### config.mk
export PLATFORM = sky130hd
export DESIGN_NAME = pcpr_ctrl
export DESIGN_NICKNAME = d
export VERILOG_FILES = /design/src/rtl/pcpr_pkg.sv /design/src/rtl/pcpr_ctrl.sv
export SDC_FILE = /design/constraint.sdc
export NUM_CORES = 1
export LEC_CHECK = 0
export ABC_AREA = 1
export ABC_CLOCK_PERIOD_IN_PS = 4160
export BUFFER_PORTS_ARGS = -buffer_cell sky130_fd_sc_hd__buf_2
export CAP_MARGIN = 25
export CORE_AREA = 2 2 39 41
export CTS_CLUSTER_SIZE = 16
export DETAILED_ROUTE_END_ITERATION = 12
export DIE_AREA = 0 0 41 43
export GPL_TIMING_DRIVEN = 0
export PLACE_DENSITY = 0.76
export REMOVE_ABC_BUFFERS = 1
export SYNTH_ARGS = -nofsm -noshare
export SYNTH_HDL_FRONTEND = slang
export SYNTH_SLANG_ARGS = --single-unit
### constraint.sdc
create_clock -name clk_i -period 4.16 [get_ports clk_i]
set_clock_uncertainty 0.15 [all_clocks]
set_input_delay 1.04 -clock clk_i [delete_from_list [all_inputs] [get_ports clk_i]]
set_output_delay 1.04 -clock clk_i [all_outputs]
set_load 0.05 [all_outputs]
### src/rtl/pcpr_pkg.sv
`timescale 1ns / 1ps
`default_nettype none

package pcpr_pkg;

  // Field and register widths
  localparam int CfgIdxW  = 3;
  localparam int CfgDataW = 32;
  localparam int BaseW    = 22;
  localparam int LineW    = 12;
  localparam int ScaleW   = 20;
  localparam int StepW    = 23;
  localparam int ByteW    = 8;
  localparam int ColW     = 11;
  localparam int ProdW    = ByteW + ScaleW;
  localparam int TotalW   = 12;
  localparam int AccW     = 28;
  localparam int IdxW     = 9;
  localparam int CountW   = 5;
  localparam int FracBits = 16;

  // Most pixel writes caused by one column byte
  localparam int ResCap = 16;

  // Top offset that ends a column
  localparam logic [ByteW-1:0] ColumnEnd = 8'hFF;

  typedef struct packed {
    logic [BaseW-1:0]  frame_base;
    logic [LineW-1:0]  line_width;
    logic [ScaleW-1:0] vert_scale;
    logic [StepW-1:0]  vert_step;
    logic              translate_enable;
    logic [ByteW-1:0]  translate_base;
    logic [ByteW-1:0]  translate_mask;
  } cfg_t;

  // Controller to datapath
  typedef struct packed {
    logic load;       // latch the accepted column beat
    logic mul_scale;  // byte times vertical scale
    logic mul_width;  // start row times line width
    logic set_addr;   // first row address of the post
    logic set_total;  // post length and row count, clear run counters
    logic start_run;  // clear per-byte write count
    logic emit;       // load one pixel write into the output register
    logic finish;     // close the current byte
    logic pad;        // current byte is the trailing pad byte
  } dp_cmd_t;

  // Datapath to controller
  typedef struct packed {
    logic byte_end;    // incoming byte is the column end marker
    logic len_zero;    // stored post length is zero
    logic row_ok;      // another row can be written now
    logic row_ok_next; // another row can follow the one written now
    logic out_free;    // output register can take a write this cycle
    logic idx_done;    // this data byte is the last of the post
  } dp_status_t;

endpackage

`default_nettype wire

### src/rtl/pcpr_ctrl.sv
`timescale 1ns / 1ps
`default_nettype none

module pcpr_ctrl (
  input  logic                 clk_i,
  input  logic                 rst_ni,
  input  logic                 column_valid_i,
  input  logic                 column_start_i,
  output logic                 column_ready_o,
  input  pcpr_pkg::dp_status_t status_i,
  output pcpr_pkg::dp_cmd_t    cmd_o
);

  // Sequencer states
  localparam logic [2:0] StIdle  = 3'd0;
  localparam logic [2:0] StMulS  = 3'd1;
  localparam logic [2:0] StMulW  = 3'd2;
  localparam logic [2:0] StAddr  = 3'd3;
  localparam logic [2:0] StTotal = 3'd4;
  localparam logic [2:0] StEmit  = 3'd5;

  // Column parse phases
  localparam logic [2:0] PhTop  = 3'd0;
  localparam logic [2:0] PhLen  = 3'd1;
  localparam logic [2:0] PhPad1 = 3'd2;
  localparam logic [2:0] PhData = 3'd3;
  localparam logic [2:0] PhPad2 = 3'd4;
  localparam logic [2:0] PhDone = 3'd5;

  logic [2:0] state_q, state_d;
  logic [2:0] phase_q, phase_d;
  logic [2:0] phase_in;
  logic       accept;

  assign column_ready_o = (state_q == StIdle);
  assign accept         = column_ready_o && column_valid_i;
  assign phase_in       = column_start_i ? PhTop : phase_q;

  always_comb begin
    state_d = state_q;
    phase_d = phase_q;
    cmd_o   = '0;
    unique case (state_q)
      StIdle: begin
        if (accept) begin
          cmd_o.load = 1'b1;
          unique case (phase_in)
            PhTop: begin
              if (status_i.byte_end) begin
                phase_d = PhDone;
              end else begin
                phase_d = PhLen;
                state_d = StMulS;
              end
            end
            PhLen: begin
              phase_d = PhPad1;
              state_d = StMulS;
            end
            PhPad1: begin
              phase_d = status_i.len_zero ? PhPad2 : PhData;
            end
            PhData, PhPad2: begin
              cmd_o.start_run = 1'b1;
              state_d         = StEmit;
            end
            default: begin
              phase_d = phase_in;
            end
          endcase
        end
      end
      // Phase already points past the byte: length next means a top offset
      StMulS: begin
        cmd_o.mul_scale = 1'b1;
        state_d         = (phase_q == PhLen) ? StMulW : StTotal;
      end
      StMulW: begin
        cmd_o.mul_width = 1'b1;
        state_d         = StAddr;
      end
      StAddr: begin
        cmd_o.set_addr = 1'b1;
        state_d        = StIdle;
      end
      StTotal: begin
        cmd_o.set_total = 1'b1;
        state_d         = StIdle;
      end
      // Write rows one per cycle while the output register is free, close the byte with the last one
      StEmit: begin
        cmd_o.pad = (phase_q == PhPad2);
        if (!status_i.row_ok) begin
          cmd_o.finish = 1'b1;
        end else if (status_i.out_free) begin
          cmd_o.emit   = 1'b1;
          cmd_o.finish = !status_i.row_ok_next;
        end
        if (cmd_o.finish) begin
          state_d = StIdle;
          if (cmd_o.pad) begin
            phase_d = PhTop;
          end else begin
            phase_d = status_i.idx_done ? PhPad2 : PhData;
          end
        end
      end
      default: begin
        state_d = StIdle;
      end
    endcase
  end

  always_ff @(posedge clk_i or negedge rst_ni) begin
    if (!rst_ni) begin
      state_q <= StIdle;
      phase_q <= PhTop;
    end else begin
      state_q <= state_d;
      phase_q <= phase_d;
    end
  end

endmodule

`default_nettype wire

# --- Yosys cells after proc, flatten, opt, wreduce, memory -nomap -nowiden ---
# Cells that the tools add are included.
# Widths: inputs -> output; s select.
totals:
  regBits: 6
  inputBits: 10
  elab_cells: 55
op_classes:
  muxes: 29
  n_eq_ne: 16
  reduce_logical: 8
ops:
  columns: ["op", "n"]
  rows:
  - ["$mux 3", 12]
  - ["$pmux 3 s4", 2]
  - ["$eq 3x2->1 const B", 4]
  - ["$eq 3x3->1 const B", 4]
  - ["$mux 1", 12]
  - ["$eq 3x1->1 const B", 3]
  - ["$pmux 3 s3", 1]
  - ["$reduce_and 4->1", 2]
  - ["$logic_not 3->1", 2]
  - ["$pmux 3 s2", 1]
  - ["$ne 2x2->1 const B", 2]
  - ["$ne 4x1->1 const B", 1]
  - ["$ne 3x3->1 const B", 1]
  - ["$mux 2", 1]
  - ["$ne 2x1->1 const B", 1]
  - ["$reduce_bool 2->1", 1]
  - ["$reduce_or 2->1", 1]
  - ["$logic_and 1x1->1", 1]
  - ["$logic_not 1->1", 1]

# --- Longest topological paths before layout ---
logic_depth:
  depth_word: 6
  depth_mapped: 10
  mapped_depth_nobuf: 9

# --- Worst setup path after synthesis ---
# OpenSTA, ideal clock, no wires.
synth_timing:
  kind: "input to output"
  from: "input status_i[1] (netlist name)"
  to: "output cmd_o[2] (netlist name)"
  slack_ns: 0.807
  t_required_ns: 2.970
  n_path_buf: 0
  t_arrival_ns: 2.163
  path_stages: 2
  path_cell_list: "inv_1 nor3_1"
synth_lines:
  columns: ["item", "line_no", "source"]
  rows:
  - ["from (decl)", "pcpr_ctrl.sv:10", "input pcpr_pkg::dp_status_t status_i,"]
  - ["to (decl)", "pcpr_ctrl.sv:11", "output pcpr_pkg::dp_cmd_t cmd_o"]

==> flow_summary_export.csv <==
group,metric,value,unit
power,peakVddDrop,0.258,mV
placed_design,io_buffers,19,
finish,stdcell_count,128,
clock_network,holdBufCountCts,0,
finish,fill_cells,154,
clock_network,cts_sinks,6,
timing,finalSetupViolCount,0,
clock_network,h-tree-depth,1,
power,total_power,0.547,mW
clock_network,clk_path_buf_depth,2,
grt,grt-ovfl-total,0,
finish,diodes,0,
hold_path,hold_path.class,"in2async",
finish,layout_commonest_cell,"nand2_1",
power,p_comb_share,66.9,%
detailed_routing,drc,0,
power,power.share.clock,10.0,%
floorplan,die_h,43,um
power,swShare,59.5,%
synth,postSynthAreaPerCell,6.05,sq um
detailed_routing,wl,1260,um
timing,fin_crit_sh,71.6,%
timing,max_slew_margin,79.3,%
grt,grt_pass1_vias,566,
detailed_routing,wl_per_cell,9.83,um
floorplan,initial_core_util,39.8,%
detailed_routing,dr.pass1.iters,4,
power,seqPwrFrac,23.2,%
timing,finalHoldViolCount,0,
floorplan,die_w,41,um
clock_network,root_buffer,"clkbuf_4",
grt,grt_first_pass_wirelength,2030,um
clock_network,post_cts_buffers,0,
clock_network,clk_pin_slew,0.04,ns
timing,fin_crit,2.98,ns
grt,grt_max_degree,9,
placed_design,place_ws,1.17,ns
timing,tightest_slew,0.309,ns
critical_path,required,2.97,ns
power,powerDensity,801,mW/mm^2
clock_network,clk_latency,0.25,ns
finish,final_cell_mix,"nand2_1, buf_2, nor2_1, inv_1, nand3_1",
critical_path,crit_arrival,1.79,ns
floorplan,core-area,0.00138,sq mm
timing,rsz0062_at_grt,"no",
timing,slew_viol_final,0,
detailed_routing,ant_nets,0,
floorplan,rows,14,
finish,final_core_util,49.4,%
finish,area_delta_synth_final,24.1,%
timing,holdWs,0.451,ns
clock_network,cts_buffers,3,
floorplan,pin_count,20,
finish,fin_nets,124,
critical_path,critPathMaxFanout,7,
synth,yosysSeqAreaShare,27.3,%
outcome,outcome,"complete, no violations",
power,power.switching,0.326,mW
placed_design,gp_congestion,0.876,
power,cellInternalPower,0.222,mW
floorplan,dieArea,0.00176,sq mm
finish,design_area,683,sq um
placed_design,place_hpwl,1010,um
detailed_routing,routed_via_density,4.95,
synth,yosysWarnings,0,
synth,netlist_area,551,sq um
critical_path,worst-setup-path-type,"in2out",
grt,antenna_found_initial,0,
critical_path,startpoint_type,"primary input",
placed_design,place_area,661,sq um
power,power_leakage,0.405,nW
clock_network,ctsResizeCount,0,
placed_design,dp_cells,125,
timing,finalWorstSetupSlack,1.18,ns
synth,yosysUniqueCellTypes,18,
synth,ys_ff_latch,6,
detailed_routing,vias,634,
finish,drive_above_1_share,30.4,%
critical_path,critPathCaptureType,"output port",
synth,netlist_instances,91,
flow_run,max-cap-violations,0,
clock_network,tritoncts,"built",
timing,fmax,336,MHz
detailed_routing,initialDrtViolationCount,5,
timing,tns,0,ns
grt,grtUsageTotal,16.9,%
[routing by layer]
metal | track usage [%] | routed length [um] | vias up
met4 | 4.00 | 0 | 0
met2 | 28.4 | 651 | 22
met3 | 4.71 | 73 | 0
met1 | 20.1 | 533 | 285
li1 | - | - | 327
met5 | 0 | 0 | -
[critical path: stages]
cell	delay, ns
buf_2	0.10
inv_1	0.16
nand3_1	0.12
nor2_1	0.10
buf_2	0.27
[final timing paths]
kind / cells after the start / slack (ns) / to / start
worst max-delay path: 5 / 1.18 / cmd_o[3] / column_start_i
max in group asynchronous: 1 / 3.27 / phase_q[0] / rst_ni
worst max register to register: 5 / 2.68 / phase_q[0] / state_q[1]
worst min register to register: 3 / 0.46 / state_q[0] / state_q[0]
min in group clk_i: 3 / 0.46 / state_q[0] / state_q[0]
worst min-delay path: 1 / 0.45 / state_q[2] / rst_ni
[power by group through the flow]
| stage | sequential (mW) | clock [mW] | combinational (mW) |
|---|---|---|---|
| 5_1_grt | 0.132 | 0.0581 | 0.410 |
| 3_3_place_gp | 0.127 | 0 | 0.358 |
| 6_report | 0.127 | 0.0545 | 0.366 |
| 4_1_cts | 0.127 | 0.0546 | 0.367 |
| 3_5_place_dp | 0.127 | 0 | 0.364 |
| 2_1_floorplan | 0.116 | 0 | 0.301 |
[Yosys cell counts]
cell type	count	share of area (%)
nand2_1	26	18
nor2_1	14	9.5
inv_1	12	8.2
nand3_1	9	8.2
dfrtp_1	6	27
nand2_2	6	6.8
nor3_1	4	3.6
nand3b_1	3	4.1
inv_2	2	1.4
a21oi_1	1	0.91
a21oi_2	1	1.6
a31o_2	1	1.6
buf_2	1	0.91
nor2_4	1	2.0
nor3_4	1	3.0
o211ai_1	1	1.4
o21ai_0	1	0.91
o21ai_1	1	0.91
[flip-flops by register name (all words and copies together), names as in the netlist]
| signal | count |
|---|---|
| phase_q | 3 |
| state_q | 3 |
[cell type report]
class | instances | area (sq um) | area share, %
clock buffer | 3 | 22.5 | 3.30
multi-input combinational | 70 | 343 | 50.2
timing repair buffer | 19 | 95.1 | 13.9
inverter | 14 | 52.6 | 7.69
sequential | 6 | 150 | 22.0
tap | 16 | 20.0 | 2.93
[cells by family (layout without fill, tap and decap cells)]
logic type	after synthesis	after routing	synth area share (%)
AO/OA/AOI/OAI	6	6	7.27
buffers and inverters	15	36	10.5
flip-flops	6	6	27.3
AND/OR/NAND/NOR	64	64	55.0
(Power assumes the default switching activity.)
