## src/rtl/pcpr_pkg.sv

```systemverilog
`timescale 1ns / 1ps
`default_nettype none

package pcpr_pkg;

  // Field and register widths
  localparam int CfgIdxW  = 3;
  localparam int CfgDataW = 32;
  localparam int BaseW    = 22;
  localparam int LineW    = 12;
  localparam int ScaleW   = 20;
  localparam int StepW    = 23;
  localparam int ByteW    = 8;
  localparam int ColW     = 11;
  localparam int ProdW    = ByteW + ScaleW;
  localparam int TotalW   = 12;
  localparam int AccW     = 28;
  localparam int IdxW     = 9;
  localparam int CountW   = 5;
  localparam int FracBits = 16;

  // Most pixel writes caused by one column byte
  localparam int ResCap = 16;

  // Top offset that ends a column
  localparam logic [ByteW-1:0] ColumnEnd = 8'hFF;

  typedef struct packed {
    logic [BaseW-1:0]  frame_base;
    logic [LineW-1:0]  line_width;
    logic [ScaleW-1:0] vert_scale;
    logic [StepW-1:0]  vert_step;
    logic              translate_enable;
    logic [ByteW-1:0]  translate_base;
    logic [ByteW-1:0]  translate_mask;
  } cfg_t;

  // Controller to datapath
  typedef struct packed {
    logic load;       // latch the accepted column beat
    logic mul_scale;  // byte times vertical scale
    logic mul_width;  // start row times line width
    logic set_addr;   // first row address of the post
    logic set_total;  // post length and row count, clear run counters
    logic start_run;  // clear per-byte write count
    logic emit;       // load one pixel write into the output register
    logic finish;     // close the current byte
    logic pad;        // current byte is the trailing pad byte
  } dp_cmd_t;

  // Datapath to controller
  typedef struct packed {
    logic byte_end;    // incoming byte is the column end marker
    logic len_zero;    // stored post length is zero
    logic row_ok;      // another row can be written now
    logic row_ok_next; // another row can follow the one written now
    logic out_free;    // output register can take a write this cycle
    logic idx_done;    // this data byte is the last of the post
  } dp_status_t;

endpackage

`default_nettype wire

```

## src/rtl/pcpr_cfg.sv

```systemverilog
`timescale 1ns / 1ps
`default_nettype none

module pcpr_cfg (
  input  logic                          clk_i,
  input  logic                          rst_ni,
  input  logic                          cfg_valid_i,
  input  logic [pcpr_pkg::CfgIdxW-1:0]  cfg_index_i,
  input  logic [pcpr_pkg::CfgDataW-1:0] cfg_data_i,
  output pcpr_pkg::cfg_t                cfg_o
);

  localparam logic [pcpr_pkg::CfgIdxW-1:0] RegFrameBase  = 3'd0;
  localparam logic [pcpr_pkg::CfgIdxW-1:0] RegLineWidth  = 3'd1;
  localparam logic [pcpr_pkg::CfgIdxW-1:0] RegVertScale  = 3'd2;
  localparam logic [pcpr_pkg::CfgIdxW-1:0] RegVertStep   = 3'd3;
  localparam logic [pcpr_pkg::CfgIdxW-1:0] RegTransEn    = 3'd4;
  localparam logic [pcpr_pkg::CfgIdxW-1:0] RegTransBase  = 3'd5;
  localparam logic [pcpr_pkg::CfgIdxW-1:0] RegTransMask  = 3'd6;

  pcpr_pkg::cfg_t cfg_q, cfg_d;

  // Decode the register index, keep the low bits of the data
  always_comb begin
    cfg_d = cfg_q;
    if (cfg_valid_i) begin
      unique case (cfg_index_i)
        RegFrameBase: cfg_d.frame_base       = cfg_data_i[pcpr_pkg::BaseW-1:0];
        RegLineWidth: cfg_d.line_width       = cfg_data_i[pcpr_pkg::LineW-1:0];
        RegVertScale: cfg_d.vert_scale       = cfg_data_i[pcpr_pkg::ScaleW-1:0];
        RegVertStep:  cfg_d.vert_step        = cfg_data_i[pcpr_pkg::StepW-1:0];
        RegTransEn:   cfg_d.translate_enable = cfg_data_i[0];
        RegTransBase: cfg_d.translate_base   = cfg_data_i[pcpr_pkg::ByteW-1:0];
        RegTransMask: cfg_d.translate_mask   = cfg_data_i[pcpr_pkg::ByteW-1:0];
        default: ;
      endcase
    end
  end

  always_ff @(posedge clk_i or negedge rst_ni) begin
    if (!rst_ni) begin
      cfg_q.frame_base       <= '0;
      cfg_q.line_width       <= 12'd320;
      cfg_q.vert_scale       <= 20'h10000;
      cfg_q.vert_step        <= 23'h10000;
      cfg_q.translate_enable <= 1'b0;
      cfg_q.translate_base   <= '0;
      cfg_q.translate_mask   <= 8'hFF;
    end else begin
      cfg_q <= cfg_d;
    end
  end

  assign cfg_o = cfg_q;

endmodule

`default_nettype wire

```

## config.mk

```make
export PLATFORM = sky130hd
export DESIGN_NAME = pcpr_cfg
export DESIGN_NICKNAME = d
export VERILOG_FILES = /design/src/rtl/pcpr_pkg.sv /design/src/rtl/pcpr_cfg.sv
export SDC_FILE = /design/constraint.sdc
export NUM_CORES = 1
export LEC_CHECK = 0
export ABC_AREA = 1
export BUFFER_PORTS_ARGS = -buffer_cell sky130_fd_sc_hd__buf_4
export CORE_ASPECT_RATIO = 0.9
export CORE_MARGIN = 8
export CORE_UTILIZATION = 53
export DETAILED_ROUTE_END_ITERATION = 16
export GPL_ROUTABILITY_DRIVEN = 0
export HOLD_SLACK_MARGIN = 0.02
export PLACE_DENSITY_LB_ADDON = 0.12
export SYNTH_ARGS = -nofsm -noshare
export SYNTH_HDL_FRONTEND = slang
export SYNTH_SLANG_ARGS = --single-unit
export TNS_END_PERCENT = 20
```

## constraint.sdc

```tcl
create_clock -name clk_i -period 1.3 [get_ports clk_i]
set_clock_uncertainty 0.15 [all_clocks]
set_input_delay 0.065 -clock clk_i [delete_from_list [all_inputs] [get_ports clk_i]]
set_output_delay 0.065 -clock clk_i [all_outputs]
set_load 0.02 [all_outputs]
```

Word level (Yosys, flattened, before mapping) --
Cells that the tools add are included. Widths: inputs -> output; s select.
Operators by class: equality and inequality tests 6, reductions and logical operators 8
Operators with widths (count):
- $reduce_and 2->1 | 7
- $eq 3x3->1 const B | 3
- $eq 3x2->1 const B | 2
- $eq 3x1->1 const B | 1
- $logic_not 3->1 | 1
Word-level totals: bits in registers 94, logic and storage cells 21, bits of input ports 38

Longest topological paths before layout --
depth in word-level cells 2, mapped depth 7, mapped depth without buffers 5

Least setup slack after synthesis --
Ideal clock, no wire load.
path type input to register, start point input port cfg_valid_i, end point register cfg_q (netlist bit cfg_o[40]), data required time 1.033 ns, cell stages on the path 7, arrival 0.700 ns, slack 0.333 ns, library setup time 0.117 ns, cell sequence inv_1 nor2_2 buf_4 nand2_1 buf_2 nand2_1 nand2_1
Between the ends: word-level cells in the longest chain between the ends 1
RTL lines:
- start: declaration | RTL line pcpr_cfg.sv:7 | input logic cfg_valid_i,
- $reduce_and 2->1 (no line)
- end signal: assignment | RTL line pcpr_cfg.sv:50 | cfg_q <= cfg_d;
- end: declaration | RTL line pcpr_cfg.sv:21 | pcpr_pkg::cfg_t cfg_q, cfg_d;
No other way between the ends. A chain may end at the register's enable or synchronous reset.

Worst setup path in the final report --
start point register cfg_q (netlist bit cfg_o[33]), end point output port cfg_o[33] (netlist name)
RTL lines:
- end: declaration | RTL line pcpr_cfg.sv:10 | output pcpr_pkg::cfg_t cfg_o
No word-level cell between the ends.

==> run summary <==
The run finished with clean final reports. The layout has 524 filler cells. sky130_fd_sc_hd__nand2_1 is the most common cell in the netlist.

The root buffer cell chosen for the clock tree is sky130_fd_sc_hd__clkbuf_8. The via total after detailed routing came out at 3394. The count of nets after finishing is 620. Setup repair after global routing left no endpoint under its margin. The first element of the critical path is cfg_o[33]. The number of max-capacitance violations reported is 0.

The ratio of cells with drive above 1 in the final layout came out at 30.7%. The count of yosys warnings during synthesis is 0. During placement, the flow inserted port buffers numbering 122. The gate count after technology mapping came out at 421. The net count after synthesis came out at 459.

At the later pin of the worst-skew pair, clock insertion delay measures 0.35 ns. The number of remaining DRC errors came out at 0. The number of antenna violations at the first check in global routing came out at 0. The nature of the critical path endpoint is an output pin.

The worst hold-check slack is 0.0317 ns. Relative to the synthesized area, the layout overhead comes to 42.3%. TritonCTS built the clock tree.

The die span in x is 105 µm. The clock transition at the register clock pins on the worst setup and hold paths after CTS is 0.09 ns. The overflow left after global routing came out at 0. The design draws 0.00838 W. The clock buffer count from CTS came out at 9. After detailed routing, the number of vias per cell comes to 4.99.

The post-synthesis cell type with the largest combined area is sky130_fd_sc_hd__dfrtp_1. The total iterations of the first detailed-routing run came out at 4. The count of final hold-check violations came out at 0. In the finished design, the share of the clock period the worst path needs comes to 96.8%.

Summing the sequential cell areas from Yosys gives 63.4% of the chip area. In this run the power density over the cells is 1580 nW/µm². The critical path is of the reg -> out type. The largest buffer count on any clock path is 2. The initial standard-cell utilization of the core is 53.9%. Each instance of the synthesized netlist takes up on average 8.87 µm². The transition time at the pin with the least slew margin is 0.596 ns. The final period demand of the worst path is 1.26 ns.

The vertical die dimension is 95.7 µm. Dividing the detail-routed wire length by the instance count gives 16.0 µm. Together, buffers and inverters on the worst path number 1. The DRC marker count from the first detailed-route iteration is 177. The share of synthesized registers carrying an async set or reset came out at 100%. The remaining antenna violation count came out at 0.

The region available for standard cell placement spans 6930 µm². Sorting the synthesized cells by area gives the leading types as sky130_fd_sc_hd__dfrtp_1, sky130_fd_sc_hd__nand2_1, sky130_fd_sc_hd__dfstp_2, sky130_fd_sc_hd__nand3_1, sky130_fd_sc_hd__buf_2. The peak per-stage delay on the critical path is 0.55 ns.

The top-level port count came out at 132. Traced cell by cell, the critical path runs through buf_4. The data arrival at the endpoint of the critical path came out at 1.04 ns.

The final setup TNS is 0 ns. The critical-path maximum fanout is 2. The worst flop-to-flop path startpoint is cfg_o[1]. The row count came out at 29. The cell family contributing the most delay on the critical path is flip-flops. In this run the most critical hold path is launched from cfg_valid_i. The detailed-route wire length came out at 10.9 mm. The data required time of the worst path is 1.09 ns.

Global routing consumed, over all layers together, 22.0% of the routing resources. The worst setup path is launched from a flop. Once detailed placement completed, the half-perimeter wirelength came to 7.27 mm. The register bit count reported by yosys is 94.

The most used flip-flop cell after synthesis is sky130_fd_sc_hd__dfrtp_1. The share of the synthesized area in the top cell type came out at 54.9%. The worst voltage drop across the vdd grid is 1.08 mV. The TritonCTS sink count came out at 94. The via count of the first global-routing pass came out at 3469. Cells fill 76.7% of the core in the end.

The first-pass GRT wire length came out at 17.5 mm. In this run, distinct cell masters in the synthesized netlist total 13. Among all stages on the critical path, the largest delay is contributed by sky130_fd_sc_hd__dfstp_2. The commonest cells after synthesis are sky130_fd_sc_hd__nand2_1, sky130_fd_sc_hd__dfrtp_1, sky130_fd_sc_hd__nand3_1, sky130_fd_sc_hd__buf_2, sky130_fd_sc_hd__dfstp_2.

The placed cell count came out at 634. The die area is 10000 µm². The post-synthesis cell area is 3740 µm². The number of diodes added for antenna fixing is 0.

The H-tree was split into 3 levels. The final count of pins violating max slew is 0. Based on the critical path, the design can be clocked at up to 795 MHz. For this run, the number of standard cells in the final layout without fillers is 680. The leakage dissipation is 2.95 nW. In this run the worst hold path is classified as in -> reg. The tightest slew margin relative to the limit is 60.2%. The pin count of the biggest net entering global routing is 95.

The final setup violation count is 0. The register with the most flip-flops in the layout has 94 of them. Yosys mapped a number of flops with a built-in enable equal to 0.
## worst paths after layout
kind,to,slack (ns),cells past startpoint
max reg2reg,cfg_o[1],0.40,2
max,cfg_o[33],0.04,1
min,cfg_o[33],0.03,5
min in group asynchronous,cfg_o[69],0.12,3
max in group asynchronous,cfg_o[1],0.45,3
min reg2reg,cfg_o[4],0.32,2
## layer usage
layer,global-route usage [%],share of wire (%),routed length (µm)
met1,26.6,42,4560
met2,36.6,48,5260
met3,8.38,9.2,1010
met4,5.54,0.56,61
met5,0,0,0
## cell families after synthesis
group | synth area share [%]
simple gates | 32.6
flops | 63.4
buf+inv | 4.02
## power breakdown
part | total (W) | internal [W] | switching, W
logic | 0.00253 | 0.00106 | 0.00147
registers | 0.00385 | 0.00352 | 0.000329
clock network | 0.00200 | 0.000990 | 0.00101
total | 0.00838 | 0.00557 | 0.00281
## placed cells by master, fill, tap and decap left out
cell type                       Yosys  routed
sky130_fd_sc_hd__nand2_1          238     238
sky130_fd_sc_hd__buf_4              1     141
sky130_fd_sc_hd__dfrtp_1           82      82
sky130_fd_sc_hd__nand3_1           55      55
sky130_fd_sc_hd__dlygate4sd3_1      0      26
sky130_fd_sc_hd__dfstp_2           12      12
sky130_fd_sc_hd__clkbuf_8           0      11
sky130_fd_sc_hd__inv_1              4       4
sky130_fd_sc_hd__nor2_2             4       3
sky130_fd_sc_hd__clkinvlp_4         0       3
sky130_fd_sc_hd__buf_12             0       3
sky130_fd_sc_hd__nor2_4             1       2
sky130_fd_sc_hd__inv_2              2       2
sky130_fd_sc_hd__nor2_1             2       2
sky130_fd_sc_hd__nand2_2            1       1
sky130_fd_sc_hd__clkinv_2           0       1
sky130_fd_sc_hd__bufinv_16          0       1
## area by class of cell
| type | count | area, µm² | share of cell area [%] |
|---|---|---|---|
| clock inverter | 5 | 57.6 | 1.08 |
| multi-input combinational | 301 | 1220 | 23.0 |
| clock buffer | 11 | 151 | 2.85 |
| timing repair buffer | 170 | 1380 | 25.9 |
| tap | 93 | 116 | 2.19 |
| inverter | 6 | 22.5 | 0.424 |
| sequential | 94 | 2370 | 44.5 |
## per-stage QoR
stage	instance area, µm²	setup slack [ns]
3_5_place_dp	4820	0.0744
6_report	5320	0.0417
3_3_place_gp	4820	0.0959
4_1_cts	5290	0.0301
5_1_grt	5320	0.0108
2_1_floorplan	3740	0.333
## repair_timing
item                                   4_1_cts  5_1_grt
endpoints found under the hold margin      188        0
gates resized for setup                      0        0
setup buffers                                0        4
setup endpoints to repair                    0        7
hold buffers                                26        0
(Power assumes the default switching activity.)
