### config.mk
export PLATFORM = sky130hd
export DESIGN_NAME = pcpr_dp
export DESIGN_NICKNAME = d
export VERILOG_FILES = /design/src/rtl/pcpr_pkg.sv /design/src/rtl/pcpr_dp.sv
export SDC_FILE = /design/constraint.sdc
export NUM_CORES = 1
export LEC_CHECK = 0
export ABC_AREA = 0
export BUFFER_PORTS_ARGS = -buffer_cell sky130_fd_sc_hd__buf_2
export CORE_MARGIN = 3
export CORE_UTILIZATION = 45
export CTS_BUF_LIST = sky130_fd_sc_hd__clkbuf_16
export CTS_CLUSTER_DIAMETER = 120
export CTS_CLUSTER_SIZE = 8
export DETAILED_ROUTE_END_ITERATION = 7
export PLACE_DENSITY = 0.65
export REMOVE_ABC_BUFFERS = 1
export SLEW_MARGIN = 30
export SYNTH_ARGS = -nofsm -noshare
export SYNTH_HDL_FRONTEND = slang
export SYNTH_SLANG_ARGS = --single-unit
### constraint.sdc
create_clock -name clk_i -period 5.21 [get_ports clk_i]
set_clock_uncertainty 0.15 [all_clocks]
set_input_delay 0 -clock clk_i [delete_from_list [all_inputs] [get_ports clk_i]]
set_output_delay 0 -clock clk_i [all_outputs]
set_load 0.02 [all_outputs]
### src/rtl/pcpr_pkg.sv
`timescale 1ns / 1ps
`default_nettype none

package pcpr_pkg;

  // Field and register widths
  localparam int CfgIdxW  = 3;
  localparam int CfgDataW = 32;
  localparam int BaseW    = 22;
  localparam int LineW    = 12;
  localparam int ScaleW   = 20;
  localparam int StepW    = 23;
  localparam int ByteW    = 8;
  localparam int ColW     = 11;
  localparam int ProdW    = ByteW + ScaleW;
  localparam int TotalW   = 12;
  localparam int AccW     = 28;
  localparam int IdxW     = 9;
  localparam int CountW   = 5;
  localparam int FracBits = 16;

  // Most pixel writes caused by one column byte
  localparam int ResCap = 16;

  // Top offset that ends a column
  localparam logic [ByteW-1:0] ColumnEnd = 8'hFF;

  typedef struct packed {
    logic [BaseW-1:0]  frame_base;
    logic [LineW-1:0]  line_width;
    logic [ScaleW-1:0] vert_scale;
    logic [StepW-1:0]  vert_step;
    logic              translate_enable;
    logic [ByteW-1:0]  translate_base;
    logic [ByteW-1:0]  translate_mask;
  } cfg_t;

  // Controller to datapath
  typedef struct packed {
    logic load;       // latch the accepted column beat
    logic mul_scale;  // byte times vertical scale
    logic mul_width;  // start row times line width
    logic set_addr;   // first row address of the post
    logic set_total;  // post length and row count, clear run counters
    logic start_run;  // clear per-byte write count
    logic emit;       // load one pixel write into the output register
    logic finish;     // close the current byte
    logic pad;        // current byte is the trailing pad byte
  } dp_cmd_t;

  // Datapath to controller
  typedef struct packed {
    logic byte_end;    // incoming byte is the column end marker
    logic len_zero;    // stored post length is zero
    logic row_ok;      // another row can be written now
    logic row_ok_next; // another row can follow the one written now
    logic out_free;    // output register can take a write this cycle
    logic idx_done;    // this data byte is the last of the post
  } dp_status_t;

endpackage

`default_nettype wire

### src/rtl/pcpr_dp.sv
`timescale 1ns / 1ps
`default_nettype none

module pcpr_dp #(
  parameter int unsigned ADDR_BITS      = 22,
  parameter int unsigned MAX_LINE_WIDTH = 2048
) (
  input  logic                        clk_i,
  input  logic                        rst_ni,
  input  pcpr_pkg::cfg_t              cfg_i,
  input  pcpr_pkg::dp_cmd_t           cmd_i,
  output pcpr_pkg::dp_status_t        status_o,
  input  logic [pcpr_pkg::ByteW-1:0]  column_byte_i,
  input  logic [pcpr_pkg::ColW-1:0]   dest_column_i,
  output logic                        pixel_valid_o,
  input  logic                        pixel_ready_i,
  output logic [ADDR_BITS-1:0]        pixel_address_o,
  output logic [pcpr_pkg::ByteW-1:0]  pixel_value_o,
  output logic                        last_of_run_o
);

  localparam int EffW   = $clog2(MAX_LINE_WIDTH + 1);
  localparam int CmpW   = (EffW > pcpr_pkg::LineW) ? EffW : pcpr_pkg::LineW;
  localparam int WProdW = pcpr_pkg::TotalW + EffW;
  localparam int SumW   = 32;
  localparam int AccHiW = pcpr_pkg::AccW - pcpr_pkg::FracBits;

  // Latched column beat and multiplier results
  logic [pcpr_pkg::ByteW-1:0] byte_q;
  logic [pcpr_pkg::ColW-1:0]  col_q;
  logic [pcpr_pkg::ProdW-1:0] prod_q;
  logic [WProdW-1:0]          wprod_q;

  // Post walk state
  logic [ADDR_BITS-1:0]        row_addr_q, row_addr_d;
  logic [pcpr_pkg::ByteW-1:0]  len_q, len_d;
  logic [pcpr_pkg::TotalW-1:0] total_q, total_d;
  logic [pcpr_pkg::TotalW-1:0] emitted_q, emitted_d;
  logic [pcpr_pkg::AccW-1:0]   acc_q, acc_d;
  logic [pcpr_pkg::IdxW-1:0]   idx_q, idx_d;
  logic [pcpr_pkg::CountW-1:0] cnt_q, cnt_d;

  // Output register
  logic                       out_valid_q, out_valid_d;
  logic [ADDR_BITS-1:0]       out_addr_q;
  logic [pcpr_pkg::ByteW-1:0] out_value_q;
  logic                       out_last_q;

  logic [EffW-1:0]                 eff_width;
  logic [pcpr_pkg::AccW:0]         acc_sum;
  logic [pcpr_pkg::AccW-1:0]       acc_next;
  logic [AccHiW-1:0]               idx_ext;
  logic [pcpr_pkg::ByteW-1:0]      color;
  logic [SumW-1:0]                 addr_sum;
  logic                            out_free;
  logic [pcpr_pkg::CountW-1:0]     cnt_inc;
  logic [pcpr_pkg::TotalW:0]       emitted_inc;
  logic [pcpr_pkg::IdxW-1:0]       idx_inc;

  // Clamp the line width to the largest supported row
  always_comb begin
    if (CmpW'(cfg_i.line_width) > CmpW'(MAX_LINE_WIDTH)) begin
      eff_width = EffW'(MAX_LINE_WIDTH);
    end else begin
      eff_width = EffW'(cfg_i.line_width);
    end
  end

  // Source position after one more row, saturating
  assign acc_sum  = {1'b0, acc_q} + (pcpr_pkg::AccW + 1)'(cfg_i.vert_step);
  assign acc_next = acc_sum[pcpr_pkg::AccW] ? '1 : acc_sum[pcpr_pkg::AccW-1:0];
  assign idx_ext  = AccHiW'(idx_q);

  assign cnt_inc     = cnt_q + 5'd1;
  assign emitted_inc = {1'b0, emitted_q} + 13'd1;
  assign idx_inc     = idx_q + 9'd1;

  // Pixel value, raw or translated
  assign color = cfg_i.translate_enable ?
                 (cfg_i.translate_base + (byte_q & cfg_i.translate_mask)) : byte_q;

  assign addr_sum = SumW'(cfg_i.frame_base) + SumW'(col_q) + SumW'(wprod_q);

  assign out_free = !out_valid_q || pixel_ready_i;

  // Status for the controller
  always_comb begin
    status_o.byte_end    = (column_byte_i == pcpr_pkg::ColumnEnd);
    status_o.len_zero    = (len_q == '0);
    status_o.out_free    = out_free;
    status_o.idx_done    = (idx_inc >= pcpr_pkg::IdxW'(len_q));
    status_o.row_ok      = (cnt_q < pcpr_pkg::CountW'(pcpr_pkg::ResCap)) &&
                           (emitted_q < total_q) &&
                           (cmd_i.pad ||
                            (acc_q[pcpr_pkg::AccW-1:pcpr_pkg::FracBits] <= idx_ext));
    status_o.row_ok_next = (cnt_inc < pcpr_pkg::CountW'(pcpr_pkg::ResCap)) &&
                           (emitted_inc < {1'b0, total_q}) &&
                           (cmd_i.pad ||
                            (acc_next[pcpr_pkg::AccW-1:pcpr_pkg::FracBits] <= idx_ext));
  end

  // Next values of the post walk state
  always_comb begin
    row_addr_d  = row_addr_q;
    len_d       = len_q;
    total_d     = total_q;
    emitted_d   = emitted_q;
    acc_d       = acc_q;
    idx_d       = idx_q;
    cnt_d       = cnt_q;
    out_valid_d = out_valid_q;
    if (pixel_ready_i) begin
      out_valid_d = 1'b0;
    end
    if (cmd_i.set_addr) begin
      row_addr_d = addr_sum[ADDR_BITS-1:0];
    end
    if (cmd_i.set_total) begin
      len_d     = byte_q;
      total_d   = prod_q[pcpr_pkg::ProdW-1:pcpr_pkg::FracBits];
      emitted_d = '0;
      acc_d     = '0;
      idx_d     = '0;
    end
    if (cmd_i.start_run) begin
      cnt_d = '0;
    end
    if (cmd_i.emit) begin
      row_addr_d  = row_addr_q + ADDR_BITS'(eff_width);
      emitted_d   = emitted_inc[pcpr_pkg::TotalW-1:0];
      acc_d       = acc_next;
      cnt_d       = cnt_inc;
      out_valid_d = 1'b1;
    end
    if (cmd_i.finish) begin
      if (cmd_i.pad) begin
        emitted_d = total_q;
      end else begin
        idx_d = idx_inc;
      end
    end
  end

  always_ff @(posedge clk_i or negedge rst_ni) begin
    if (!rst_ni) begin
      row_addr_q  <= '0;
      len_q       <= '0;
      total_q     <= '0;
      emitted_q   <= '0;
      acc_q       <= '0;
      idx_q       <= '0;
      cnt_q       <= '0;
      out_valid_q <= 1'b0;
    end else begin
      row_addr_q  <= row_addr_d;
      len_q       <= len_d;
      total_q     <= total_d;
      emitted_q   <= emitted_d;
      acc_q       <= acc_d;
      idx_q       <= idx_d;
      cnt_q       <= cnt_d;
      out_valid_q <= out_valid_d;
    end
  end

  // Payload registers
  always_ff @(posedge clk_i) begin
    if (cmd_i.load) begin
      byte_q <= column_byte_i;
      col_q  <= dest_column_i;
    end
    if (cmd_i.mul_scale) begin
      prod_q <= byte_q * cfg_i.vert_scale;
    end
    if (cmd_i.mul_width) begin
      wprod_q <= prod_q[pcpr_pkg::ProdW-1:pcpr_pkg::FracBits] * eff_width;
    end
    if (cmd_i.emit) begin
      out_addr_q  <= row_addr_q;
      out_value_q <= color;
      out_last_q  <= !status_o.row_ok_next;
    end
  end

  assign pixel_valid_o   = out_valid_q;
  assign pixel_address_o = out_addr_q;
  assign pixel_value_o   = out_value_q;
  assign last_of_run_o   = out_last_q;

endmodule

`default_nettype wire

* Word level (Yosys, flattened, before mapping)
Cells that the tools add are included.
Word-level totals: bits of input ports 125, register bits after elaboration 197
Cells by class: muxes and demuxes 18, add/sub/neg operators 8, multipliers 2, order comparisons 8, eq/ne operators 1, reductions and logical operators 14, bitwise operators 1
Operator list (number):
- 2-to-1 mux 28 bit | 3
- 2-to-1 mux 12 bit | 5
- 2-to-1 mux 22 bit | 2
- adder 28 x 23 -> 29 bit | 1
- multiplier 8 x 20 -> 28 bit | 1
- 2-to-1 mux 9 bit | 3
- <= comparator 12 x 9 -> 1 bit | 2
- adder 22 x 11 -> 22 bit | 1
- adder 22 x 12 -> 22 bit | 1
- adder 22 bit | 1
- multiplier 12 x 12 -> 22 bit | 1
- adder 12 x 1 -> 13 bit (second input constant) | 1
- < comparator 13 x 12 -> 1 bit | 1
- greater-than comparator 12 bit (second input constant) | 1
- < comparator 12 bit | 1
- < comparator 5 bit (second input constant) | 2
- 2-to-1 mux 5 bit | 2
- adder 9 x 1 -> 9 bit (second input constant) | 1
- >= comparator 9 x 8 -> 1 bit | 1
- adder 8 bit | 1
- AND 8 bit | 1
- == test 8 bit (second input constant) | 1
- zero test 8 bit | 1
- 2-to-1 mux 8 bit | 1
- 6 further kinds | 16

* Longest topological paths before layout
Gate-level depths: netlist of run 1.
depth after elaboration 6, gate-level depth with buffers 24, depth with buffers taken out 23

* Worst setup path before layout of run 1
No wires, ideal clock.
path kind input -> register, from input cfg_i[71] (netlist name), to register wprod_q[21] (data pin), stages 22, required time 4.800 ns, setup time 0.260 ns, path buffers 2, path slack -0.205 ns, data arrival time 5.005 ns, path through clkbuf_1 -> nor2b_1 -> clkbuf_1 -> nand2_1 -> fa_1 -> fa_1 -> fa_1 -> inv_1 -> fa_1 -> inv_1 -> fa_1 -> inv_1 -> ha_1 -> nand2_1 -> nor3_1 -> a21o_1 -> o41ai_2 -> o21ai_1 -> nor4_1 -> o31ai_1 -> a21oi_1 -> xnor2_1
Between the ends: word-level cells in the longest chain between the ends 3
RTL lines:
- from (decl) | RTL line pcpr_dp.sv:10 | input pcpr_pkg::cfg_t cfg_i,
- greater-than comparator 12 bit | RTL line pcpr_dp.sv:62 | if (CmpW'(cfg_i.line_width) > CmpW'(MAX_LINE_WIDTH)) begin
- 2-to-1 mux 12 bit * | RTL line pcpr_dp.sv:62
- multiplier 12 x 12 -> 22 bit * | RTL line pcpr_dp.sv:176 | wprod_q <= prod_q[pcpr_pkg::ProdW-1:pcpr_pkg::FracBits] * eff_width;
- to (signal assigned) | RTL line pcpr_dp.sv:176
- to (decl) | RTL line pcpr_dp.sv:32 | logic [WProdW-1:0] wprod_q;
Every way passes the cells marked *; elsewhere a longest branch is shown, timed or not. A chain may end at the register's enable or synchronous reset.

* Worst setup path after layout of run 1
from register prod_q[23] (netlist name), to register wprod_q[20] (data pin)
Between the ends: word-level cells in the longest chain between the ends 1
RTL lines:
- from (decl) | RTL line pcpr_dp.sv:31 | logic [pcpr_pkg::ProdW-1:0] prod_q;
- from (signal assigned) | RTL line pcpr_dp.sv:173 | prod_q <= byte_q * cfg_i.vert_scale;
- multiplier 12 x 12 -> 22 bit | RTL line pcpr_dp.sv:176
Every way passes these cells.

==> impl_metrics.toml, run 1 <==
[synthesis]
ys.flop_type = "dfrtp_1"
syn_inst = 2173
async_reset_ff_share_pct = 53.6
yosys_warnings = 0
syn_avg_cell_area_um2 = 9.36
syn_area_um2 = 20300
yosys.cell_types.count = 79
ys_seq_area_share_pct = 24.3
ys_ff_latch = 181
synth_edf_count = 84

[route]
routedWlPerCell_um = 16.8
first_iter_violations = 820
via_per_inst = 5.25
first_pass_iters = 8
vias = 16093
drt-total-wl_um = 51500
drcViolationCount = 0
antenna_left = 0

[status]
failed_checks = "setup timing"
status = "complete, but fails checks"

[floorplan]
start_util_pct = 45.8
coreArea_um2 = 44400
rows = 77
io_pins = 163
die_h_um = 219
dieArea_um2 = 47800
die_x_um = 219

[worst_hold_path]
hold_class = "input pin to flop"

[layout]
drive_gt1_share_pct = 16.6
area.sequential_um2 = 4950
fill_cells = 3949
area_delta_synth_final_pct = 19.1
multi_input_area_um2 = 14300
final_nets = 3024
fin_area_um2 = 24200
utilization_pct = 54.5

[grt]
track_usage_pct = 22.2
antenna_found_initial = 1
grt_max_degree = 68
grt_pass1_wl_um = 84300
grt_pass1_vias = 16901
grt_overflow = 0

[sta]
hold_viol = 0
worst_slew_pin_slew_ps = 957
rsz0062_at_grt = "yes"
layout_setup_ws_ps = -131
relSlewSlack_pct = 35.8
min_period_ps = 5340
setup_tns_ps = -325
timing.fmax_ghz = 0.187
slew_violations = 0
setup_viol = 3
post-route-period-util_pct = 103

[clock_network]
clkLatencyLatePin_ps = 490
path_clk_slew_ps = 70
root_buffer = "clkbuf_16"
cts_tree = "done"
cts_inserted_buffers = 17
cts_max_path_buffers = 2
clock_sinks = 181
htreeDepth = 4

[power]
peakVddDrop_v = 0.000583
p_leak_nw = 11.8
power.density_nw_per_um2 = 622

[flow_run]
maxCapViolations = 0

[critical_path]
critPathLaunchType = "flop"
cp_common_cell = "fa_1"
crit_buf_inv = 7
rrSetupSlack_ps = -130
max_stage_delay_ps = 540
path_class = "flop to flop"
worstPathCellList = "buf_4, buf_6, and2_4, fa_1, inv_2, fa_1, inv_2, fa_2, fa_1, inv_1, fa_1, inv_2, ha_4, or3_4, a211oi_2, nor3_2, buf_4, a211o_1, a21oi_2, xnor2_1"
worstPathRequired_ps = 5300
cp_data_arrival_time_ps = 5430
crit_family = "adder cells"
cp_max_fo = 4
cpMaxStageDelayCell = "fa_1"
worst_setup_path_end_kind = "flop"

[place]
globalplace.congestion = 0.864
io_buffers = 162
pre_cts_ws_ps = -406
dpl_cell_area_um2 = 22400
hpwl_um = 39400
==> sequential cells by signal, indices dropped and copies added (netlist names), 11 cells and up <==
register,count
prod_q,12
emitted_q,12
row_addr_q,22
wprod_q,22
acc_q,28
total_q,12
pixel_address_o,22
col_q,11
==> through the flow <==
step | total power [mW] | std cells | hold slack (ps)
floorplan | 9.55 | 2097 | -446
global placement | 12.1 | 2946 | -114
detailed placement | 12.4 | 2946 | -114
CTS | 14.3 | 3052 | 12.7
global route | 16.6 | 3062 | 55.9
finish | 15.1 | 3063 | 45.6
==> metal layers <==
metal,vias up,global-route usage [%],share of wire (%)
met1,7901,29.7,45
met4,2,6.78,1.9
met3,69,3.82,5.4
li1,7716,-,-
met2,405,36.8,47
met5,-,0,0.025
==> area by class of cell <==
class                      instances  area share, %
multi-input combinational       1605           59.0
sequential                       181           20.4
timing repair buffer             341           10.3
inverter                         311           4.82
tap                              592           3.06
clock buffer                      17           1.76
clock inverter                    15          0.548
antenna                            1         0.0103
==> what timing repair did <==
| action | 4_1_cts | 5_1_grt |
|---|---|---|
| setup buffers | 8 | 9 |
| hold buffers | 67 | 0 |
| gates resized for setup | 38 | 57 |
| pin swaps | 20 | 66 |
| gates cloned | 0 | 2 |
| setup endpoints to repair | 8 | 12 |
| endpoints found under the hold margin | 194 | 0 |
==> logic make-up (layout without fill, tap and decap cells) <==
family,count (synthesis),in the layout,share of synthesized area (%)
other cells,0,1,0
mux,24,24,1.26
compound gates,386,386,12.3
xor+xnor,106,106,4.56
flops,181,181,24.3
fa+ha+maj,442,442,35.3
simple gates,647,647,15.0
buf+inv,387,684,7.22
==> worst register-to-register path: stages, from the launching register on <==
cell	delay [ps]
edfxtp_1	470
buf_4	180
buf_6	110
and2_4	130
fa_1	540
inv_2	40
fa_1	510
inv_2	40
fa_2	410
fa_1	490
inv_1	50
fa_1	490
inv_2	50
ha_4	170
or3_4	380
a211oi_2	170
nor3_2	90
buf_4	140
a211o_1	260
a21oi_2	150
xnor2_1	80
==> layout by cell type (no fill, tap or decap), types with 6 or more instances in the layout <==
cell type | Yosys | final
a211oi_1 | 11 | 10
a21o_1 | 35 | 35
a21oi_1 | 129 | 122
a21oi_2 | 4 | 9
a22o_1 | 7 | 7
a22oi_1 | 11 | 11
a31oi_1 | 18 | 18
and2_1 | 117 | 112
and3_1 | 18 | 16
buf_12 | 0 | 7
buf_2 | 2 | 160
buf_4 | 1 | 94
buf_6 | 1 | 11
clkbuf_16 | 0 | 18
dfrtp_1 | 97 | 97
dlygate4sd3_1 | 0 | 66
edfxtp_1 | 84 | 84
fa_1 | 221 | 217
ha_1 | 221 | 210
ha_4 | 0 | 10
inv_1 | 310 | 306
inv_2 | 0 | 6
mux2_2 | 13 | 13
mux2i_1 | 11 | 11
nand2_1 | 297 | 290
nand2_2 | 1 | 7
nand2b_1 | 16 | 16
nand3_1 | 31 | 30
nand4_1 | 12 | 12
nor2_1 | 92 | 85
nor2b_1 | 28 | 27
nor3_1 | 12 | 10
o211ai_1 | 7 | 7
o21a_1 | 18 | 18
o21ai_0 | 78 | 75
o21bai_1 | 13 | 12
or3_1 | 8 | 7
xnor2_1 | 69 | 69
xor2_1 | 37 | 37
==> cell usage after synthesis (all sizes together), types with 67 or more instances <==
library cell  instances  area share, %
clkbuf               67            1.2
dfrtp                97             12
o21ai                84            2.1
nand2               298            5.5
and2                117            3.6
nor2                 92            1.7
xnor2                69            3.0
fa                  221             22
ha                  221             14
edfxtp               84             12
a21oi               133            3.3
inv                 310            5.7
==> report_power, final <==
part | leakage, nW | switching (mW) | internal (mW)
Clock | 0.285 | 0.620 | 0.662
Combinational | 9.48 | 5.88 | 5.29
Sequential | 2.02 | 0.375 | 2.24
==> path summary, 6_finish.rpt <==
kind | startpoint | end | depth (start not counted)
setup reg to reg | prod_q[23] | wprod_q[20] | 20
min in group asynchronous | rst_ni | acc_q[7] | 4
hold reg to reg | row_addr_q[0] | pixel_address_o[0] | 0
setup / recovery | prod_q[23] | wprod_q[20] | 20
hold / removal | cfg_i[35] | acc_q[18] | 5
max in group asynchronous | rst_ni | len_q[7] | 4
Note: power is estimated with default switching activity, not from simulation.
==> run 2: changes to the inputs <==
CORE_UTILIZATION = 50   (was 45)
PLACE_DENSITY = 0.71   (was 0.65)
REMOVE_ABC_BUFFERS = default   (was 1)
==> impl_metrics.toml, run 2 (synthesis results as in run 1) <==
[route]
first_pass_iters = 8
first_iter_violations = 997
drt-total-wl_um = 49600
antenna_left = 0
via_per_inst = 5.37
vias = 16258
drcViolationCount = 0
routedWlPerCell_um = 16.4

[layout]
largest_reg_flops = 28
final_nets = 3053
final_common_cell = "inv_1"
area_delta_synth_final_pct = 19.2
layout_common_cells = "inv_1 (298), nand2_1 (292), fa_1 (215)"
drive_gt1_share_pct = 18.6
registers.top_by_ff_count = "acc_q"
fill_cells = 3281

[sta]
hold_viol = 0
worst_slew_pin_slew_ps = 934
setup_tns_ps = -14.1
setup_viol = 1
relSlewSlack_pct = 37.7
post-route-period-util_pct = 100
slew_violations = 0
layout_setup_ws_ps = -14.1
rsz0062_at_grt = "yes"
min_period_ps = 5220
timing.fmax_ghz = 0.191

[power]
peakVddDrop_v = 0.000639
power.internal_mw = 8.32
switching_share_pct = 45.0
p_clk_share_pct = 8.5
switching_power_mw = 6.81
seqPwrFrac_pct = 17.1
p_comb_share_pct = 74.5
p_leak_nw = 11.9
power.density_nw_per_um2 = 624
power_mw = 15.1

[critical_path]
cp_data_arrival_time_ps = 5270
worst_setup_path_end_kind = "flop"
worstPathRequired_ps = 5250
cp_max_fo = 7
worstPathCellList = "buf_6, nand2_2, fa_1, fa_1, fa_1, inv_1, fa_1, inv_1, fa_1, inv_1, ha_4, a21o_1, a21o_1, o41ai_4, o21ai_2, nor4_2, o31ai_1, a21oi_1, xnor2_1"
cp_common_cell = "fa_1"
ff2ff_path_depth = 19
critPathLaunchType = "flop"
path_class = "flop to flop"
cpMaxStageDelayCell = "fa_1"
max_stage_delay_ps = 530

[clock_network]
cts_inserted_buffers = 17
cts_tree = "done"
clock_sinks = 181
htreeDepth = 4
clkLatencyLatePin_ps = 450
cts_max_path_buffers = 2
root_buffer = "clkbuf_16"
path_clk_slew_ps = 70

[floorplan]
start_util_pct = 51.0
die_x_um = 208
die_h_um = 208
coreArea_um2 = 39900
io_pins = 163
dieArea_um2 = 43100
rows = 73

[grt]
grt_overflow = 0
track_usage_pct = 23.3
grt_pass1_vias = 17119
grt_pass1_wl_um = 83300
grt_max_degree = 87
antenna_found_initial = 2

[worst_hold_path]
hold_class = "input pin to flop"
whs_path_depth = 4

[place]
globalplace.congestion = 0.933
hpwl_um = 38700
io_buffers = 162

[status]
status = "complete, but fails checks"
failed_checks = "setup timing"

[flow_run]
maxCapViolations = 0

[synthesis]
syn_nets = 2740
-- run 2: final timing paths --
path	endpoint	slack [ps]	startpoint
worst max-delay path	wprod_q[21]	-10	prod_q[21]
worst min-delay path	pixel_value_o[2]	20	cfg_i[10]
worst max register to register	wprod_q[21]	-10	prod_q[21]
worst min register to register	pixel_address_o[10]	350	row_addr_q[10]
max in group asynchronous	row_addr_q[7]	3780	rst_ni
min in group asynchronous	acc_q[15]	460	rst_ni
-- run 2: area by class of cell --
class | instances | area, µm² | share of cell area (%)
Tap cell | 525 | 657 | 2.71
Inverter | 311 | 1170 | 4.81
Sequential cell | 181 | 4950 | 20.4
Antenna cell | 2 | 5.00 | 0.0206
Clock buffer | 17 | 425 | 1.75
Clock inverter | 15 | 144 | 0.593
Timing Repair Buffer | 370 | 2590 | 10.7
Multi-Input combinational cell | 1605 | 14300 | 59.0
-- run 2: critical path, delay by kind of cell, from the launching register on --
kind / cells / cell delay (ps)
xor gates and xnor gates: 1 / 90
DFF: 1 / 390
adders and majority gates: 6 / 2700
buffers and inverters: 4 / 310
AOI/OAI and AO/OA: 6 / 1100
and+or+nand+nor: 2 / 250
-- run 2: through the flow --
| stage | utilization (%) | setup WS, ps | instances | instance area [µm²] | hold WS (ps) |
|---|---|---|---|---|---|
| 2_1_floorplan | - | 0.537 | 2173 | 20400 | -446 |
| 3_3_place_gp | 56.1 | -190 | 2896 | 22400 | -95.0 |
| 3_5_place_dp | 56.1 | -267 | 2896 | 22400 | -87.7 |
| 4_1_cts | 59.8 | -36.9 | 3010 | 23900 | 1.31 |
| 5_1_grt | 60.7 | -226 | 3025 | 24200 | 29.9 |
| 6_report | 60.8 | -14.1 | 3026 | 24200 | 22.1 |
-- run 2: timing repair --
item | in CTS | in global routing
setup buffers | 27 | 15
endpoints found under the hold margin | 193 | 0
hold buffers | 55 | 0
pin swaps | 16 | 60
gates resized for setup | 26 | 78
endpoints found under the setup margin | 9 | 11
-- run 2: power by group through the flow --
stage | Clock [mW] | Sequential [mW] | Combinational (mW)
5_1_grt | 1.36 | 2.64 | 12.8
4_1_cts | 1.30 | 2.58 | 10.4
3_3_place_gp | 0 | 2.61 | 9.47
3_5_place_dp | 0 | 2.63 | 9.73
6_report | 1.28 | 2.59 | 11.3
2_1_floorplan | 0 | 2.56 | 7.12
-- run 2: metal layers --
metal  GRT usage [%]  vias to the layer above  part of all wire, %
met2            40.6                      422                   49
met1            30.6                     7958                   43
met5               0                        -                    0
met3            3.05                       95                  4.8
met4            7.00                        0                  2.4
li1                -                     7783                    -
